$ cat src/sv/rfp_pkg.sv
package rfp_pkg;

  // parser phase
  typedef enum logic [3:0] {
    PH_KEYLEN = 4'd0,
    PH_KEY    = 4'd1,
    PH_COUNT  = 4'd2,
    PH_TYPE   = 4'd3,
    PH_VLEN   = 4'd4,
    PH_STR    = 4'd5,
    PH_INT    = 4'd6,
    PH_SKIP   = 4'd7,
    PH_IDLE   = 4'd8
  } phase_t;

  // byte roles
  localparam logic [3:0] ROLE_IGNORED = 4'd0;
  localparam logic [3:0] ROLE_KEYLEN  = 4'd1;
  localparam logic [3:0] ROLE_KEY     = 4'd2;
  localparam logic [3:0] ROLE_COUNT   = 4'd3;
  localparam logic [3:0] ROLE_TYPE    = 4'd4;
  localparam logic [3:0] ROLE_VLEN    = 4'd5;
  localparam logic [3:0] ROLE_STRING  = 4'd6;
  localparam logic [3:0] ROLE_INT     = 4'd7;
  localparam logic [3:0] ROLE_SKIPPED = 4'd8;

  // error codes
  localparam logic [2:0] ERR_NONE         = 3'd0;
  localparam logic [2:0] ERR_SHORT        = 3'd1;
  localparam logic [2:0] ERR_KEY_OVERRUN  = 3'd2;
  localparam logic [2:0] ERR_STR_OVERRUN  = 3'd3;
  localparam logic [2:0] ERR_INT_OVERRUN  = 3'd4;
  localparam logic [2:0] ERR_BAD_INT_LEN  = 3'd5;
  localparam logic [2:0] ERR_BAD_TYPE     = 3'd6;

  // field type codes and the fixed int32 length
  localparam logic [31:0] TYPE_STRING = 32'd1;
  localparam logic [31:0] TYPE_INT32  = 32'd2;
  localparam logic [31:0] INT32_LEN   = 32'd4;

  typedef struct packed {
    phase_t      phase;
    logic [1:0]  word_byte_count;
    logic [31:0] length_shift;
    logic [31:0] bytes_remaining;
    logic [31:0] fields_total;
    logic [31:0] field_counter;
    logic [31:0] type_held;
    logic [31:0] int_accumulator;
  } parse_state_t;

  typedef struct packed {
    logic [3:0]         byte_role;
    logic [7:0]         data_echo;
    logic [31:0]        field_number;
    logic               field_complete;
    logic               field_is_integer;
    logic signed [31:0] integer_value;
    logic               record_complete;
    logic [2:0]         error_code;
  } parse_result_t;

  localparam parse_state_t STATE_RESET = '{
    phase:           PH_KEYLEN,
    word_byte_count: 2'd0,
    length_shift:    32'd0,
    bytes_remaining: 32'd0,
    fields_total:    32'd0,
    field_counter:   32'd0,
    type_held:       32'd0,
    int_accumulator: 32'd0
  };

endpackage

$ cat src/sv/rfp_step.sv
module rfp_step (
  input  rfp_pkg::parse_state_t  cur,
  input  logic [7:0]             data_byte,
  input  logic                   end_of_buffer,
  output rfp_pkg::parse_state_t  nxt,
  output rfp_pkg::parse_result_t res
);
  import rfp_pkg::*;

  logic [31:0] shift_new;
  logic [1:0]  wbc_new;
  logic        word_done;
  logic [31:0] remaining_dec;
  logic [31:0] counter_inc;
  logic [31:0] acc_new;
  logic        last_field;

  // shared datapath pieces
  assign shift_new     = {cur.length_shift[23:0], data_byte};
  assign wbc_new       = cur.word_byte_count + 2'd1;
  assign word_done     = (cur.word_byte_count == 2'd3);
  assign remaining_dec = cur.bytes_remaining - 32'd1;
  assign counter_inc   = cur.field_counter + 32'd1;
  assign acc_new       = {cur.int_accumulator[23:0], data_byte};
  assign last_field    = (counter_inc == cur.fields_total);

  always_comb begin
    nxt = cur;
    res = '0;
    res.data_echo = data_byte;

    case (cur.phase)
      PH_KEYLEN: begin
        res.byte_role = ROLE_KEYLEN;
        nxt.length_shift    = shift_new;
        nxt.word_byte_count = wbc_new;
        if (word_done) begin
          if (shift_new == 32'd0) begin
            nxt.phase = PH_COUNT;
            if (end_of_buffer) res.error_code = ERR_SHORT;
          end else begin
            nxt.bytes_remaining = shift_new;
            nxt.phase = PH_KEY;
            if (end_of_buffer) res.error_code = ERR_KEY_OVERRUN;
          end
        end else if (end_of_buffer) begin
          res.error_code = ERR_SHORT;
        end
      end
      PH_KEY: begin
        res.byte_role = ROLE_KEY;
        nxt.bytes_remaining = remaining_dec;
        if (remaining_dec == 32'd0) begin
          nxt.phase = PH_COUNT;
          if (end_of_buffer) res.error_code = ERR_SHORT;
        end else if (end_of_buffer) begin
          res.error_code = ERR_KEY_OVERRUN;
        end
      end
      PH_COUNT: begin
        res.byte_role = ROLE_COUNT;
        nxt.length_shift    = shift_new;
        nxt.word_byte_count = wbc_new;
        if (word_done) begin
          nxt.fields_total  = shift_new;
          nxt.field_counter = 32'd0;
          if (shift_new == 32'd0) begin
            res.record_complete = 1'b1;
            nxt.phase = PH_IDLE;
          end else begin
            nxt.phase = PH_TYPE;
            if (end_of_buffer) res.error_code = ERR_SHORT;
          end
        end else if (end_of_buffer) begin
          res.error_code = ERR_SHORT;
        end
      end
      PH_TYPE: begin
        res.byte_role    = ROLE_TYPE;
        res.field_number = cur.field_counter;
        nxt.length_shift    = shift_new;
        nxt.word_byte_count = wbc_new;
        if (word_done) begin
          nxt.type_held = shift_new;
          nxt.phase = PH_VLEN;
        end
        if (end_of_buffer) res.error_code = ERR_SHORT;
      end
      PH_VLEN: begin
        res.byte_role    = ROLE_VLEN;
        res.field_number = cur.field_counter;
        nxt.length_shift    = shift_new;
        nxt.word_byte_count = wbc_new;
        if (!word_done) begin
          if (end_of_buffer) res.error_code = ERR_SHORT;
        end else if (cur.type_held == TYPE_STRING) begin
          if (shift_new == 32'd0) begin
            // empty string completes on its length word
            res.field_complete = 1'b1;
            nxt.field_counter  = counter_inc;
            if (last_field) begin
              res.record_complete = 1'b1;
              nxt.phase = PH_IDLE;
            end else begin
              nxt.phase = PH_TYPE;
              if (end_of_buffer) res.error_code = ERR_SHORT;
            end
          end else begin
            nxt.bytes_remaining = shift_new;
            nxt.phase = PH_STR;
            if (end_of_buffer) res.error_code = ERR_STR_OVERRUN;
          end
        end else if (cur.type_held == TYPE_INT32) begin
          if (shift_new == INT32_LEN) begin
            nxt.bytes_remaining = INT32_LEN;
            nxt.int_accumulator = 32'd0;
            nxt.phase = PH_INT;
            if (end_of_buffer) res.error_code = ERR_INT_OVERRUN;
          end else if (shift_new == 32'd0) begin
            res.error_code = ERR_BAD_INT_LEN;
          end else begin
            nxt.bytes_remaining = shift_new;
            nxt.phase = PH_SKIP;
            if (end_of_buffer) res.error_code = ERR_INT_OVERRUN;
          end
        end else begin
          res.error_code = ERR_BAD_TYPE;
        end
      end
      PH_STR: begin
        res.byte_role    = ROLE_STRING;
        res.field_number = cur.field_counter;
        nxt.bytes_remaining = remaining_dec;
        if (remaining_dec == 32'd0) begin
          res.field_complete = 1'b1;
          nxt.field_counter  = counter_inc;
          if (last_field) begin
            res.record_complete = 1'b1;
            nxt.phase = PH_IDLE;
          end else begin
            nxt.phase = PH_TYPE;
            if (end_of_buffer) res.error_code = ERR_SHORT;
          end
        end else if (end_of_buffer) begin
          res.error_code = ERR_STR_OVERRUN;
        end
      end
      PH_INT: begin
        res.byte_role    = ROLE_INT;
        res.field_number = cur.field_counter;
        nxt.int_accumulator = acc_new;
        nxt.bytes_remaining = remaining_dec;
        if (remaining_dec == 32'd0) begin
          res.field_complete   = 1'b1;
          res.field_is_integer = 1'b1;
          res.integer_value    = acc_new;
          nxt.field_counter    = counter_inc;
          if (last_field) begin
            res.record_complete = 1'b1;
            nxt.phase = PH_IDLE;
          end else begin
            nxt.phase = PH_TYPE;
            if (end_of_buffer) res.error_code = ERR_SHORT;
          end
        end else if (end_of_buffer) begin
          res.error_code = ERR_INT_OVERRUN;
        end
      end
      PH_SKIP: begin
        res.byte_role    = ROLE_SKIPPED;
        res.field_number = cur.field_counter;
        nxt.bytes_remaining = remaining_dec;
        if (remaining_dec == 32'd0) begin
          res.error_code = ERR_BAD_INT_LEN;
        end else if (end_of_buffer) begin
          res.error_code = ERR_INT_OVERRUN;
        end
      end
      default: begin
        res.byte_role = ROLE_IGNORED;
      end
    endcase

    // an error parks the parser until the end of the buffer
    if (res.error_code != ERR_NONE) nxt.phase = PH_IDLE;
    // end of buffer restarts everything for the next buffer
    if (end_of_buffer) nxt = STATE_RESET;
  end

endmodule

$ cat src/sv/record_frame_parser.sv
// record_frame_parser: byte-serial parser for length-prefixed key/field records.
// Input stream: one buffer byte per request on s_tdata, s_tlast on the final
// byte of the buffer. Output stream: one tagged result per input byte. The
// role of the byte goes on m_tuser, m_tlast marks the byte that finishes the
// record, and m_tdata carries the echoed byte, field index, completion flags,
// decoded int32 and error code.
// A byte accepted on the input goes through the input register, then the parse
// logic into the result register. Throughput: one byte per cycle when the
// output is not stalled; the parse state update is a single pass of 32-bit
// add/compare logic between the input register and the state registers.
// The input register holds one byte while the result register is stalled, so
// s_tready drops only when both are full; a stalled result holds its payload.
// Reset (rst, synchronous) empties both registers and returns the parser to
// waiting for a key length. The parser also returns to that state after every
// byte that has s_tlast set, so each buffer is parsed independently.
module record_frame_parser (
  input  logic        clk,
  input  logic        rst,
  input  logic        s_tvalid,
  output logic        s_tready,
  input  logic [7:0]  s_tdata,   // [7:0] data_byte
  input  logic        s_tlast,   // end_of_buffer
  output logic        m_tvalid,
  input  logic        m_tready,
  output logic [79:0] m_tdata,   // [7:0] data_echo, [39:8] field_number,
                                 // [40] field_complete, [41] field_is_integer,
                                 // [73:42] integer_value, [76:74] error_code,
                                 // [79:77] zero
  output logic [3:0]  m_tuser,   // [3:0] byte_role
  output logic        m_tlast    // record_complete
);
  import rfp_pkg::*;

  logic          in_valid;
  logic [7:0]    in_byte;
  logic          in_last;
  parse_state_t  state;
  parse_state_t  state_next;
  parse_result_t step_res;
  parse_result_t result;
  logic          fire;

  // move a byte from the input register to the result register
  assign fire     = in_valid && (!m_tvalid || m_tready);
  assign s_tready = !in_valid || fire;

  // input register
  always_ff @(posedge clk) begin
    if (rst) begin
      in_valid <= 1'b0;
    end else if (s_tready) begin
      in_valid <= s_tvalid;
    end
    if (s_tready && s_tvalid) begin
      in_byte <= s_tdata;
      in_last <= s_tlast;
    end
  end

  rfp_step u_step (
    .cur           (state),
    .data_byte     (in_byte),
    .end_of_buffer (in_last),
    .nxt           (state_next),
    .res           (step_res)
  );

  // parse state
  always_ff @(posedge clk) begin
    if (rst) begin
      state <= STATE_RESET;
    end else if (fire) begin
      state <= state_next;
    end
  end

  // result register
  always_ff @(posedge clk) begin
    if (rst) begin
      m_tvalid <= 1'b0;
    end else if (fire) begin
      m_tvalid <= 1'b1;
    end else if (m_tready) begin
      m_tvalid <= 1'b0;
    end
    if (fire) begin
      result <= step_res;
    end
  end

  assign m_tdata = {3'b000, result.error_code, result.integer_value,
                    result.field_is_integer, result.field_complete,
                    result.field_number, result.data_echo};
  assign m_tuser = result.byte_role;
  assign m_tlast = result.record_complete;

endmodule
$ cat config.mk
export PLATFORM = sky130hd
export DESIGN_NAME = record_frame_parser
export DESIGN_NICKNAME = d
export VERILOG_FILES = /design/src/sv/rfp_pkg.sv /design/src/sv/rfp_step.sv /design/src/sv/record_frame_parser.sv
export SDC_FILE = /design/constraint.sdc
export NUM_CORES = 1
export LEC_CHECK = 0
export BUFFER_PORTS_ARGS = -buffer_cell sky130_fd_sc_hd__buf_2
export CAP_MARGIN = 0
export CORE_MARGIN = 10
export CORE_UTILIZATION = 62
export CTS_BUF_LIST = sky130_fd_sc_hd__clkbuf_2
export DETAILED_ROUTE_END_ITERATION = 7
export PLACE_DENSITY = 0.83
export SLEW_MARGIN = 10
export SYNTH_ARGS = -nofsm -noshare
export SYNTH_HDL_FRONTEND = slang
export SYNTH_SLANG_ARGS = --single-unit
$ cat constraint.sdc
create_clock -name clk -period 7.9 [get_ports clk]
set_input_delay 0.395 -clock clk [delete_from_list [all_inputs] [get_ports clk]]
set_output_delay 0.395 -clock clk [all_outputs]
set_load 0.02 [all_outputs]
== Yosys cells after proc, flatten, opt, wreduce, memory -nomap -nowiden ==
Index checks and enable logic that the tools add are counted.
Word-level totals
  flip-flop bits (word level): 275
  latch bits: 0
  memory bits (writable): 0
  memory bits (read-only): 0
  memories: 0
Operators by class
  add/subtract/negate cells: 3
  multipliers: 0
  div/mod/pow operators: 0
  magnitude comparators: 0
  equal/unequal tests: 30
  shift-type cells: 0
  mux-type cells: 75
  bitwise operators: 0
  reduce and logical (&&, ||, !) cells: 31
Operators by type and width (number)
  $mux W32: 17
  $mux W198: 1
  $pmux W32 S3: 2
  $logic_not A32 Y1: 2
  $mux W64: 1
  $pmux W32 S2: 1
  $mux W4: 14
  $mux W3: 15
  $mux W35: 1
  $mux W34: 1
  $add A32 B1 Y32 const B: 1
  $eq A32 B1 Y1 const B: 1
  $eq A32 B2 Y1 const B: 1
  $eq A32 B3 Y1 const B: 1
  $eq A32 B32 Y1: 1
  $pmux W4 S8: 1
  $sub A32 B1 Y32 const B: 1
  $ne A4 B2 Y1 const B: 6
  $pmux W3 S8: 1
  $pmux W4 S6: 1
  $ne A3 B2 Y1 const B: 7
  $eq A4 B3 Y1 const B: 4
  $mux W1: 14
  $reduce_and A10 Y1: 1
  other kinds (28): 43

== Depth between registers and ports, before layout ==
Gate-level depths: netlist of run 1.
  depth after elaboration: 10
  mapped depth: 14
  mapped depth without buffers: 12

== Cells and area by module ==
A second synthesis of run 1 with hierarchy kept.
Unflattened totals
  cells, all modules: 2395
  area, all modules: 19421.1 um^2
Modules (own cells, without submodules)
  record_frame_parser: times used 1, cells each 963, area each 11631.2 um^2, seq. area each 6736.5 um^2
  rfp_step: times used 1, cells each 1432, area each 7790.0 um^2, seq. area each 0.0 um^2

== Worst setup path before layout of run 1 ==
Ideal clock, no wire load.
  path type: reg-to-reg
  from: reg m_tvalid
  to: reg state[192] in the netlist's numbering
  data arrival time: 4545 ps
  required time: 7772 ps
  slack: 3227 ps
  cell stages (with the launch flop): 9
  path buffers: 3
  period minus slack after synthesis: 4673 ps
  path through: dfxtp_1 nor2b_1 nor2b_1 clkbuf_1 clkbuf_1 o21ai_1 clkbuf_1 a21oi_1 nor2_1
Between the ends
  cells in the longest elaborated chain, start to end: 4
Ends and longest elaborated chain
  from (decl): RTL line record_frame_parser.sv:23  | output logic m_tvalid,
  from (signal assigned): RTL line record_frame_parser.sv:80  | m_tvalid <= 1'b0;
  from (signal assigned): RTL line record_frame_parser.sv:82  | m_tvalid <= 1'b1;
  from (signal assigned): RTL line record_frame_parser.sv:84  | m_tvalid <= 1'b0;
  $logic_not A1 Y1: RTL line record_frame_parser.sv:44  | assign fire = in_valid && (!m_tvalid || m_tready);
  $logic_or A1 B1 Y1: RTL line record_frame_parser.sv:44
  $logic_and A1 B1 Y1: RTL line record_frame_parser.sv:44
  named net fire: RTL line record_frame_parser.sv:41  | logic fire;
  $reduce_and A2 Y1 (no line)
  to (signal assigned): RTL line record_frame_parser.sv:73  | state <= state_next;
  to (decl): RTL line record_frame_parser.sv:37  | parse_state_t state;
The timed path passes the listed nets, and every way through them passes these cells.
A chain may end at the register's enable or synchronous reset.

== Worst setup path after layout of run 1 ==
  from: reg state[128] in the netlist's numbering
  to: reg state[70] in the netlist's numbering
Between the ends
  cells in the longest elaborated chain, start to end: 4
Ends and longest elaborated chain
  $sub A32 B1 Y32: RTL line rfp_step.sv:22  | assign remaining_dec = cur.bytes_remaining - 32'd1;
  $logic_not A32 Y1: RTL line rfp_step.sv:134, rfp_step.sv:153
  $ne A3 B1 Y1 (no line)
  $reduce_and A7 Y1 (no line)
No other way between the ends.

==> out/summary.txt, run 1 <==
first-pass GRT wire length - 62200 um
via count - 12800
crit start category - register
sequential-to-total area share from yosys stat - 47.0%
relative slew slack - 22.5%
CTS Sinks - 275
Max Cap Viol - 0
worst slew pin tran - 1.16 ns
Setup CP Type - register to register
post-CTS setup buffers - 0
vias per cell - 6.24
Initial Utilization - 62.8%
status - finished, final reports clean
CTS Buffer Depth - 3
vias in the first global route - 11800
Post-Layout Cell Count - 2047
Detailed Route WL - 39100 um
CP Capture Type - register
grt ovf - 0
Synth Flop Type - dfxtp_1
Post-Place Cells - 1909
gp weighted congestion - 0.971
CP max stage delay - 0.81 ns
share of cells above drive strength 1 - 13.7%
CP required - 8.60 ns
Final Hold Viols - 0
Distinct cells, synth - 77
DRC Markers - 0
peak fanout along the critical path - 29
RSZ-0062 raised after global routing - false
sw frac - 27.0%
Post-DP HPWL - 26700 um
HP Class - input port to register
Max Slew Vio Count - 0
Reg power frac - 53.2%
initial antenna violation count - 1
I/O Buffers - 96
drt first pass iters - 7
Cell Area, Synth - 13700 um2
Iter 0 DRT Violations - 1307
I/O Pins - 100
NetSw - 0.000765 W
Max VDD drop - 0.150 mV
CP max stage cell - o31ai_1
CTS Buf Count - 69
multi-input logic area - 6740 um2
internal power - 0.00207 W
minimum clock period - 4.94 ns
Global Route Usage Sum - 26.3%
mean post-synth cell area - 8.32 um2
Post-synth EDFFs - 91
Logic pwr share - 8.3%
Crit path arrival time - 5.63 ns
filler instances - 1780
Synth area leader - dfxtp_1
FMAX - 203 MHz
synth top area cells - dfxtp_1, edfxtp_1, nand2_1
Ys Warns - 0
chip height - 168 um
Min Hold Slack - 0.123 ns
Pleak - 5.37 nW
post-route ant nets - 0
Synth-to-Final Area Change - 9.93%
H-tree depth - 3
Post-Synthesis Cells - 1641
Root Buffer - clkbuf_2
share of the synthesized area in the top cell type - 27.0%
Final Setup Violations - 0
Final Cycle Share - 62.5%
CTS tree - done
WL per Instance - 19.1 um
Skew-Pair Late Insertion Delay - 0.87 ns
Final #Nets - 1729
die width - 168 um
largest net degree at the start of global routing - 88
Reg clk slew, reported paths - 0.11 ns
Storage cell area - 6420 um2
pwr dens - 189 nW/um2
setup TNS - 0 ns
skew final - 0.0583 ns
DIE AREA - 28400 um2
asr flop ratio synth - 0%
clock power share - 38.5%
Placeable Area - 21800 um2
register bit total from synthesis - 275
critical path cell sequence - inv_1 > ha_1 > nor3b_1 > nand3_1 > o221a_2 > o31ai_1 > a2111oi_2 > o31ai_1 > o221a_2 > nor2_1 > buf_4 > o21ai_1 > o21ai_1
Reg2Reg Setup Slack - 2.96 ns
row cnt - 54
==> power by group through the flow <==
stage / Clock (W) / Combinational, W / Sequential, W
after CTS: 0.00110 / 0.000233 / 0.00151
after global placement: 0 / 0.000225 / 0.00154
after floorplan: 0 / 0.000135 / 0.00156
after global routing: 0.00118 / 0.000255 / 0.00151
after detailed placement: 0 / 0.000227 / 0.00154
final: 0.00109 / 0.000236 / 0.00151
==> through the flow <==
stage	cell area, um2	utilization [%]	power, W	setup slack (ns)
floorplan	13700	-	0.00170	3.23
global placement	14100	65.0	0.00176	3.40
detailed placement	14100	65.0	0.00176	3.17
CTS	15000	68.9	0.00284	3.11
global route	15000	69.0	0.00294	2.72
finish	15000	69.0	0.00283	2.96
==> worst paths after layout <==
kind / start / end / cells past startpoint
setup / recovery: state[128] / state[70] / 13
hold / removal: rst / state[192] / 2
setup reg to reg: state[128] / state[70] / 13
hold reg to reg: state[21] / state[21] / 2
==> per-layer routing <==
metal  track usage (%)  part of all wire (%)
met1              34.6                    41
met2              41.6                    46
met3              5.52                   9.5
met4              10.7                   3.5
met5                 0                     0
==> cells in the mapped netlist (3+ instances only) <==
cell / count
buf_4: 5
a21oi_1: 174
and2_1: 69
nand3_1: 65
nor4_1: 38
a211oi_1: 3
nor3_1: 51
a21o_1: 6
nor4b_1: 4
o21ai_0: 55
a221o_1: 7
a22oi_1: 18
buf_2: 7
nand2_1: 302
o21a_1: 5
a22o_1: 6
or3_1: 13
a2111oi_0: 3
o2111ai_1: 3
o211ai_1: 6
nand4_1: 23
or4_1: 11
a31oi_1: 7
nand3b_1: 4
o22ai_1: 4
nor2b_1: 45
o21ai_1: 38
inv_1: 10
and3_1: 12
buf_1: 13
clkbuf_1: 99
nor2_1: 103
nand2b_1: 11
xnor2_1: 35
nor3b_1: 7
edfxtp_1: 91
o31ai_1: 25
ha_1: 4
o41ai_1: 6
xor2_1: 15
dfxtp_1: 184
==> state kept, by name, indices dropped and copies added, names as in the netlist <==
signal    count
state       182
m_tdata      77
in_valid      1
m_tlast       1
in_last       1
in_byte       8
m_tvalid      1
m_tuser       4
==> timing repair <==
action | in CTS | in global routing
endpoints found under the hold margin | 11 | 0
hold buffers | 12 | 0
resized for setup | 0 | 0
==> logic make-up (layout without fill, tap and decap cells) <==
logic type | after synthesis | count (layout) | share of synthesized area [%]
AND/OR/NAND/NOR | 771 | 771 | 27.4
flip-flops | 275 | 275 | 47.0
other | 1 | 5 | 0.0275
adder cells (fa/ha/maj) | 5 | 5 | 0.440
buffers and inverters | 138 | 260 | 4.10
AO/OA/AOI/OAI | 401 | 401 | 17.8
XOR/XNOR | 50 | 50 | 3.21
==> layout make-up <==
cell class / instances / area share (%)
clock inverters: 20 / 1.41
flip-flops and latches: 275 / 42.7
multi-input cells: 1230 / 44.9
inverters: 12 / 0.300
well taps: 280 / 2.33
repair buffers: 124 / 4.82
diodes: 2 / 0.0333
clock buffers: 104 / 3.47
==> critical path, delay by kind of cell (launching register included) <==
family                   cells  cell delay, ns
buffers and inverters        2            0.39
AO/OA/AOI/OAI                7            2.55
AND/OR/NAND/NOR              3            1.20
adder cells (fa/ha/maj)      1            0.25
flip-flops                   1            0.40
==> cells in the final DEF, fill, tap and decap left out, types with 12 or more instances in the layout <==
cell,netlist,layout
a21oi_1,174,174
a22oi_1,18,18
and2_1,69,69
and3_1,12,12
buf_2,7,95
buf_4,5,17
clkbuf_2,0,104
clkinv_1,1,14
dfxtp_1,184,184
dlygate4sd3_1,0,12
edfxtp_1,91,91
nand2_1,302,302
nand3_1,65,65
nand4_1,23,23
nor2_1,103,102
nor2b_1,45,44
nor3_1,51,51
nor4_1,38,38
o21ai_0,55,54
o21ai_1,38,36
o31ai_1,25,25
or3_1,13,13
xnor2_1,35,35
xor2_1,15,15
Note: power is estimated with default switching activity, not from simulation.
==> run 2: changes to the inputs <==
clock period = 4.9 ns   (was 7.9 ns; I/O delays follow)
==> out/summary.txt, run 2 (synthesis results as in run 1) <==
setup TNS - 0 ns (unchanged)
CTS tree - done (unchanged)
internal power - 0.00305 W (was 0.00207 W)
Reg2Reg Setup Slack - 0.69 ns (was 2.96 ns)
RSZ-0062 raised after global routing - false (unchanged)
worst r2r path cells - 12 (was 13)
WHS Path Cells - 2 (unchanged)
chip height - 168 um (unchanged)
Crit path arrival time - 4.93 ns (was 5.63 ns)
gp weighted congestion - 1.00 (was 0.971)
Post-Place Cells - 1920 (was 1909)
Final #Nets - 1744 (was 1729)
CTS Buffer Depth - 3 (unchanged)
worst slew pin tran - 1.08 ns (was 1.16 ns)
placed cell area - 14200 um2 (was 14100 um2)
Max Slew Vio Count - 0 (unchanged)
CP required - 5.62 ns (was 8.60 ns)
Max Cap Viol - 0 (unchanged)
grt ovf - 0 (unchanged)
Skew-Pair Late Insertion Delay - 0.86 ns (was 0.87 ns)
minimum clock period - 4.21 ns (was 4.94 ns)
worst reg2reg path startpoint - state[140] (was state[128])
family with the most delay on the worst path - simple AND/OR/NAND/NOR gates (was compound AO/OA/AOI/OAI gates)
CP Capture Type - register (unchanged)
post-route ant nets - 0 (unchanged)
pwr dens - 287 nW/um2 (was 189 nW/um2)
Logic pwr share - 9.1% (was 8.3%)
Placeable Area - 21800 um2 (unchanged)
via count - 12800 (about the same)
CTS Sinks - 275 (unchanged)
Largest register FFs - 182 (unchanged)
Final Cycle Share - 85.9% (was 62.5%)
HP Class - input port to register (unchanged)
worst flop-to-flop path endpoint - state[67] (was state[70])
sw frac - 28.9% (was 27.0%)
DRC Markers - 0 (unchanged)
cell area after layout - 15000 um2 (about the same)
share of cells above drive strength 1 - 13.8% (was 13.7%)
relative slew slack - 27.8% (was 22.5%)
filler instances - 1813 (was 1780)
Largest Register - state (unchanged)
status - finished, final reports clean (unchanged)
skew final - 0.100 ns (was 0.0583 ns)
I/O Buffers - 96 (unchanged)
Final Setup Violations - 0 (unchanged)
Reg power frac - 56.6% (was 53.2%)
post-CTS setup buffers - 0 (unchanged)
crit start category - register (unchanged)
Pleak - 5.37 nW (about the same)
CTS Buf Count - 70 (was 69)
Final Hold Viols - 0 (unchanged)
first-pass GRT wire length - 62000 um (was 62200 um)
peak fanout along the critical path - 29 (unchanged)
CP startpoint - state[140] (was state[128])
Global Route Usage Sum - 26.2% (was 26.3%)
Max VDD drop - 0.167 mV (was 0.150 mV)
Post-Layout Cell Count - 2059 (was 2047)
Detailed Route WL - 38800 um (was 39100 um)
largest net degree at the start of global routing - 81 (was 88)
Synth-to-Final Area Change - 9.63% (was 9.93%)
DIE AREA - 28400 um2 (unchanged)
critical path cell sequence - or4_4 > or4_4 > o31a_1 > or4b_4 > a2111oi_2 > o31ai_1 > buf_4 > o221a_2 > nor2_1 > buf_4 > o21ai_1 > o31ai_1 (was inv_1 > ha_1 > nor3b_1 > nand3_1 > o221a_2 > o31ai_1 > a2111oi_2 > o31ai_1 > o221a_2 > nor2_1 > buf_4 > o21ai_1 > o21ai_1)
Root Buffer - clkbuf_2 (unchanged)
vias per cell - 6.22 (was 6.24)
vias in the first global route - 11800 (about the same)
drt first pass iters - 6 (was 7)
Iter 0 DRT Violations - 1551 (was 1307)
Initial Utilization - 62.8% (unchanged)
NetSw - 0.00124 W (was 0.000765 W)
WL per Instance - 18.8 um (was 19.1 um)
Post-DP HPWL - 26700 um (about the same)
H-tree depth - 3 (unchanged)
Setup CP Type - register to register (unchanged)
die width - 168 um (unchanged)
initial antenna violation count - 1 (unchanged)
Min Hold Slack - 0.111 ns (was 0.123 ns)
total power - 0.00429 W (was 0.00283 W)
most frequent cells in the layout - nand2_1, dfxtp_1, a21oi_1, nor2_1, clkbuf_2 (was nand2_1, dfxtp_1, a21oi_1, clkbuf_2, nor2_1)
most common cell after layout, fill and taps aside - nand2_1 (unchanged)
Worst Path Buf+Inv - 2 (unchanged)
Worst Hold Launch - s_tdata[7] (was rst)
post-cts sizing count - 0 (unchanged)
I/O Pins - 100 (unchanged)
clock power share - 34.4% (was 38.5%)
CP max stage cell - or4_4 (was o31ai_1)
hold-critical path endpoint - in_byte[7] (was state[192])
FMAX - 238 MHz (was 203 MHz)
Reg clk slew, reported paths - 0.11 ns (about the same)
CP max stage delay - 0.57 ns (was 0.81 ns)
row cnt - 54 (unchanged)
## run 2: worst max-delay path by stage
stage	endpoint	slack, ns	cells after the start
finish	state[67]	0.69	12
detailed placement	state[67]	0.71	12
CTS	state[67]	0.74	12
floorplan	state[192]	0.23	8
global placement	state[95]	0.83	12
global route	state[197]	0.41	11
## run 2: stage by stage
| step | setup WS [ns] | utilization, % |
|---|---|---|
| floorplan | 0.227 | - |
| global placement | 0.834 | 65.3 |
| detailed placement | 0.707 | 65.3 |
| CTS | 0.738 | 68.8 |
| global route | 0.409 | 68.8 |
| finish | 0.691 | 68.8 |
## run 2: layout make-up
class | instances | area [um2] | area share (%)
multi-input cells | 1230 | 6730 | 44.9
flip-flops and latches | 275 | 6420 | 42.9
repair buffers | 138 | 836 | 5.58
clock buffers | 97 | 485 | 3.24
well taps | 280 | 350 | 2.34
clock inverters | 26 | 109 | 0.727
inverters | 12 | 45.0 | 0.301
diodes | 1 | 2.50 | 0.0167
## run 2: worst reg2reg max path: stages (launching register included)
cell and delay [ns]:
dfxtp_1 0.40, or4_4 0.57, or4_4 0.57, o31a_1 0.30, or4b_4 0.55, a2111oi_2 0.48
o31ai_1 0.11, buf_4 0.17, o221a_2 0.32, nor2_1 0.10, buf_4 0.34, o21ai_1 0.15
o31ai_1 0.11
## run 2: repair_timing
action	in CTS	in global routing
hold buffers	15	0
endpoints found under the setup margin	0	0
endpoints found under the hold margin	64	0
## run 2: routing by layer
| metal | part of all wire (%) | track usage, % |
|---|---|---|
| met5 | 0 | 0 |
| met4 | 3.6 | 11.4 |
| met3 | 9.7 | 5.19 |
| met2 | 46 | 41.3 |
| met1 | 41 | 34.4 |
## run 2: power by group through the flow
stage	Clock [W]	Combinational, W	Sequential, W
finish	0.00147	0.000389	0.00243
global route	0.00163	0.000420	0.00243
CTS	0.00150	0.000382	0.00243
detailed placement	0	0.000372	0.00248
global placement	0	0.000368	0.00248
floorplan	0	0.000218	0.00252
==> run 3: changes to the inputs <==
RECOVER_POWER = 100   (was default)
==> out/summary.txt, run 3 (synthesis results as in run 1) <==
I/O Pins - 100 (unchanged)
Initial Utilization - 62.8% (unchanged)
WL per Instance - 18.9 um (was 18.8 um)
vias in the first global route - 11800 (unchanged)
multi-input logic area - 6710 um2 (was 6730 um2)
I/O Buffers - 96 (unchanged)
relative slew slack - -30.6% (was 27.8%)
filler instances - 1888 (was 1813)
WHS Path Cells - 2 (unchanged)
HP Class - input port to register (unchanged)
worst slew pin tran - 1.96 ns (was 1.08 ns)
Root Buffer - clkbuf_2 (unchanged)
Max Slew Vio Count - 77 (was 0)
DRC Markers - 0 (unchanged)
post-cts sizing count - 0 (unchanged)
post-route ant nets - 0 (unchanged)
RSZ-0062 raised after global routing - false (unchanged)
hold-critical path endpoint - in_byte[7] (unchanged)
grt ovf - 0 (unchanged)
CTS Buf Count - 70 (unchanged)
most frequent cells in the layout - nand2_1, dfxtp_1, a21oi_1, nor2_1, clkbuf_2 (unchanged)
pwr dens - 289 nW/um2 (was 287 nW/um2)
minimum clock period - 4.51 ns (was 4.21 ns)
chip height - 168 um (unchanged)
Logic pwr share - 8.8% (was 9.1%)
placed cell area - 14200 um2 (unchanged)
clock power share - 34.5% (was 34.4%)
Worst Hold Launch - s_tdata[7] (unchanged)
Pleak - 5.09 nW (was 5.37 nW)
die width - 168 um (unchanged)
Global Route Usage Sum - 26.2% (unchanged)
cell area after layout - 14800 um2 (was 15000 um2)
Iter 0 DRT Violations - 1566 (was 1551)
largest net degree at the start of global routing - 81 (unchanged)
NetSw - 0.00124 W (about the same)
Max Cap Viol - 2 (was 0)
first-pass GRT wire length - 62000 um (unchanged)
CTS Buffer Depth - 3 (unchanged)
Largest register FFs - 182 (unchanged)
Setup CP Type - register to register (unchanged)
Post-DP HPWL - 26700 um (unchanged)
Largest Register - state (unchanged)
FMAX - 222 MHz (was 238 MHz)
worst r2r path cells - 12 (unchanged)
Final Cycle Share - 92.1% (was 85.9%)
most common cell after layout, fill and taps aside - nand2_1 (unchanged)
Reg2Reg Setup Slack - 0.39 ns (was 0.69 ns)
Max VDD drop - 0.167 mV (about the same)
setup TNS - 0 ns (unchanged)
gp weighted congestion - 1.00 (unchanged)
crit start category - register (unchanged)
worst flop-to-flop path endpoint - state[67] (unchanged)
status - finished with violations (was finished, final reports clean)
share of cells above drive strength 1 - 8.32% (was 13.8%)
H-tree depth - 3 (unchanged)
Final Hold Viols - 0 (unchanged)
initial antenna violation count - 1 (unchanged)
Reg clk slew, reported paths - 0.11 ns (about the same)
Final #Nets - 1744 (unchanged)
peak fanout along the critical path - 29 (unchanged)
Synth-to-Final Area Change - 8.46% (was 9.63%)
Final Setup Violations - 0 (unchanged)
skew final - 0.114 ns (was 0.100 ns)
worst reg2reg path startpoint - state[140] (unchanged)
via count - 12800 (about the same)
Placeable Area - 21800 um2 (unchanged)
CP Capture Type - register (unchanged)
Skew-Pair Late Insertion Delay - 0.86 ns (about the same)
Detailed Route WL - 38800 um (about the same)
CTS Sinks - 275 (unchanged)
Storage cell area - 6420 um2 (unchanged)
sw frac - 29.0% (was 28.9%)
CTS tree - done (unchanged)
vias per cell - 6.23 (was 6.22)
internal power - 0.00304 W (was 0.00305 W)
DIE AREA - 28400 um2 (unchanged)
drt first pass iters - 6 (unchanged)
Reg power frac - 56.7% (was 56.6%)
Crit path arrival time - 5.22 ns (was 4.93 ns)
CP required - 5.60 ns (was 5.62 ns)
violated checks - max-capacitance violations, max-slew violations
row cnt - 54 (unchanged)
[run 3: layer usage]
layer | GRT usage, % | vias to the layer above | share of wire (%)
met3 | 5.19 | 110 | 9.4
met5 | 0 | - | 0
met1 | 34.4 | 5960 | 41
met4 | 11.4 | 0 | 3.5
li1 | - | 6052 | -
met2 | 41.3 | 712 | 46
[run 3: final cells by class]
type / instances / area share (%)
antenna: 1 / 0.0169
inverter: 12 / 0.304
clock inverter: 26 / 0.735
multi-input combinational: 1230 / 45.3
timing repair buffer: 138 / 4.71
tap: 280 / 2.37
sequential: 275 / 43.3
clock buffer: 97 / 3.28
[run 3: power by group through the flow]
stage	Clock (W)	Combinational [W]	Sequential [W]
final	0.00148	0.000376	0.00243
after global routing	0.00163	0.000406	0.00244
after CTS	0.00150	0.000382	0.00243
after detailed placement	0	0.000372	0.00248
after global placement	0	0.000368	0.00248
after floorplan	0	0.000218	0.00252
[run 3: critical path, cell delays in order (launching register included)]
cell and delay, ns:
dfxtp_1 0.40, or4_1 0.58, or4_1 0.67, o31a_1 0.33
or4b_1 0.61, a2111oi_2 0.50, o31ai_1 0.11, clkbuf_1 0.19
o221a_2 0.36, nor2_1 0.10, buf_4 0.32, o21ai_0 0.18
o31ai_1 0.12
[run 3: repair_timing]
| item | in CTS | in global routing |
|---|---|---|
| hold buffers | 15 | 0 |
| buffers inserted | 0 | 0 |
| hold endpoints to repair | 64 | 0 |
[run 3: metrics by stage]
stage	hold WS (ns)	instances	util, %	setup slack, ns	power (W)
5_1_grt	0.0765	2059	68.1	0.247	0.00447
4_1_cts	0.0729	2058	68.8	0.738	0.00431
2_1_floorplan	0.344	1643	-	0.227	0.00273
3_5_place_dp	0.423	1920	65.3	0.707	0.00285
6_report	0.121	2059	68.1	0.387	0.00428
3_3_place_gp	0.423	1920	65.3	0.834	0.00285
[run 3: worst max path at each step]
stage	start	endpoint	depth (start not counted)	slack, ns
6_report	state[140]	state[67]	12	0.39
5_1_grt	state[140]	state[67]	12	0.25
2_1_floorplan	m_tvalid	state[192]	8	0.23
4_1_cts	state[140]	state[67]	12	0.74
3_3_place_gp	state[140]	state[95]	12	0.83
3_5_place_dp	state[140]	state[67]	12	0.71
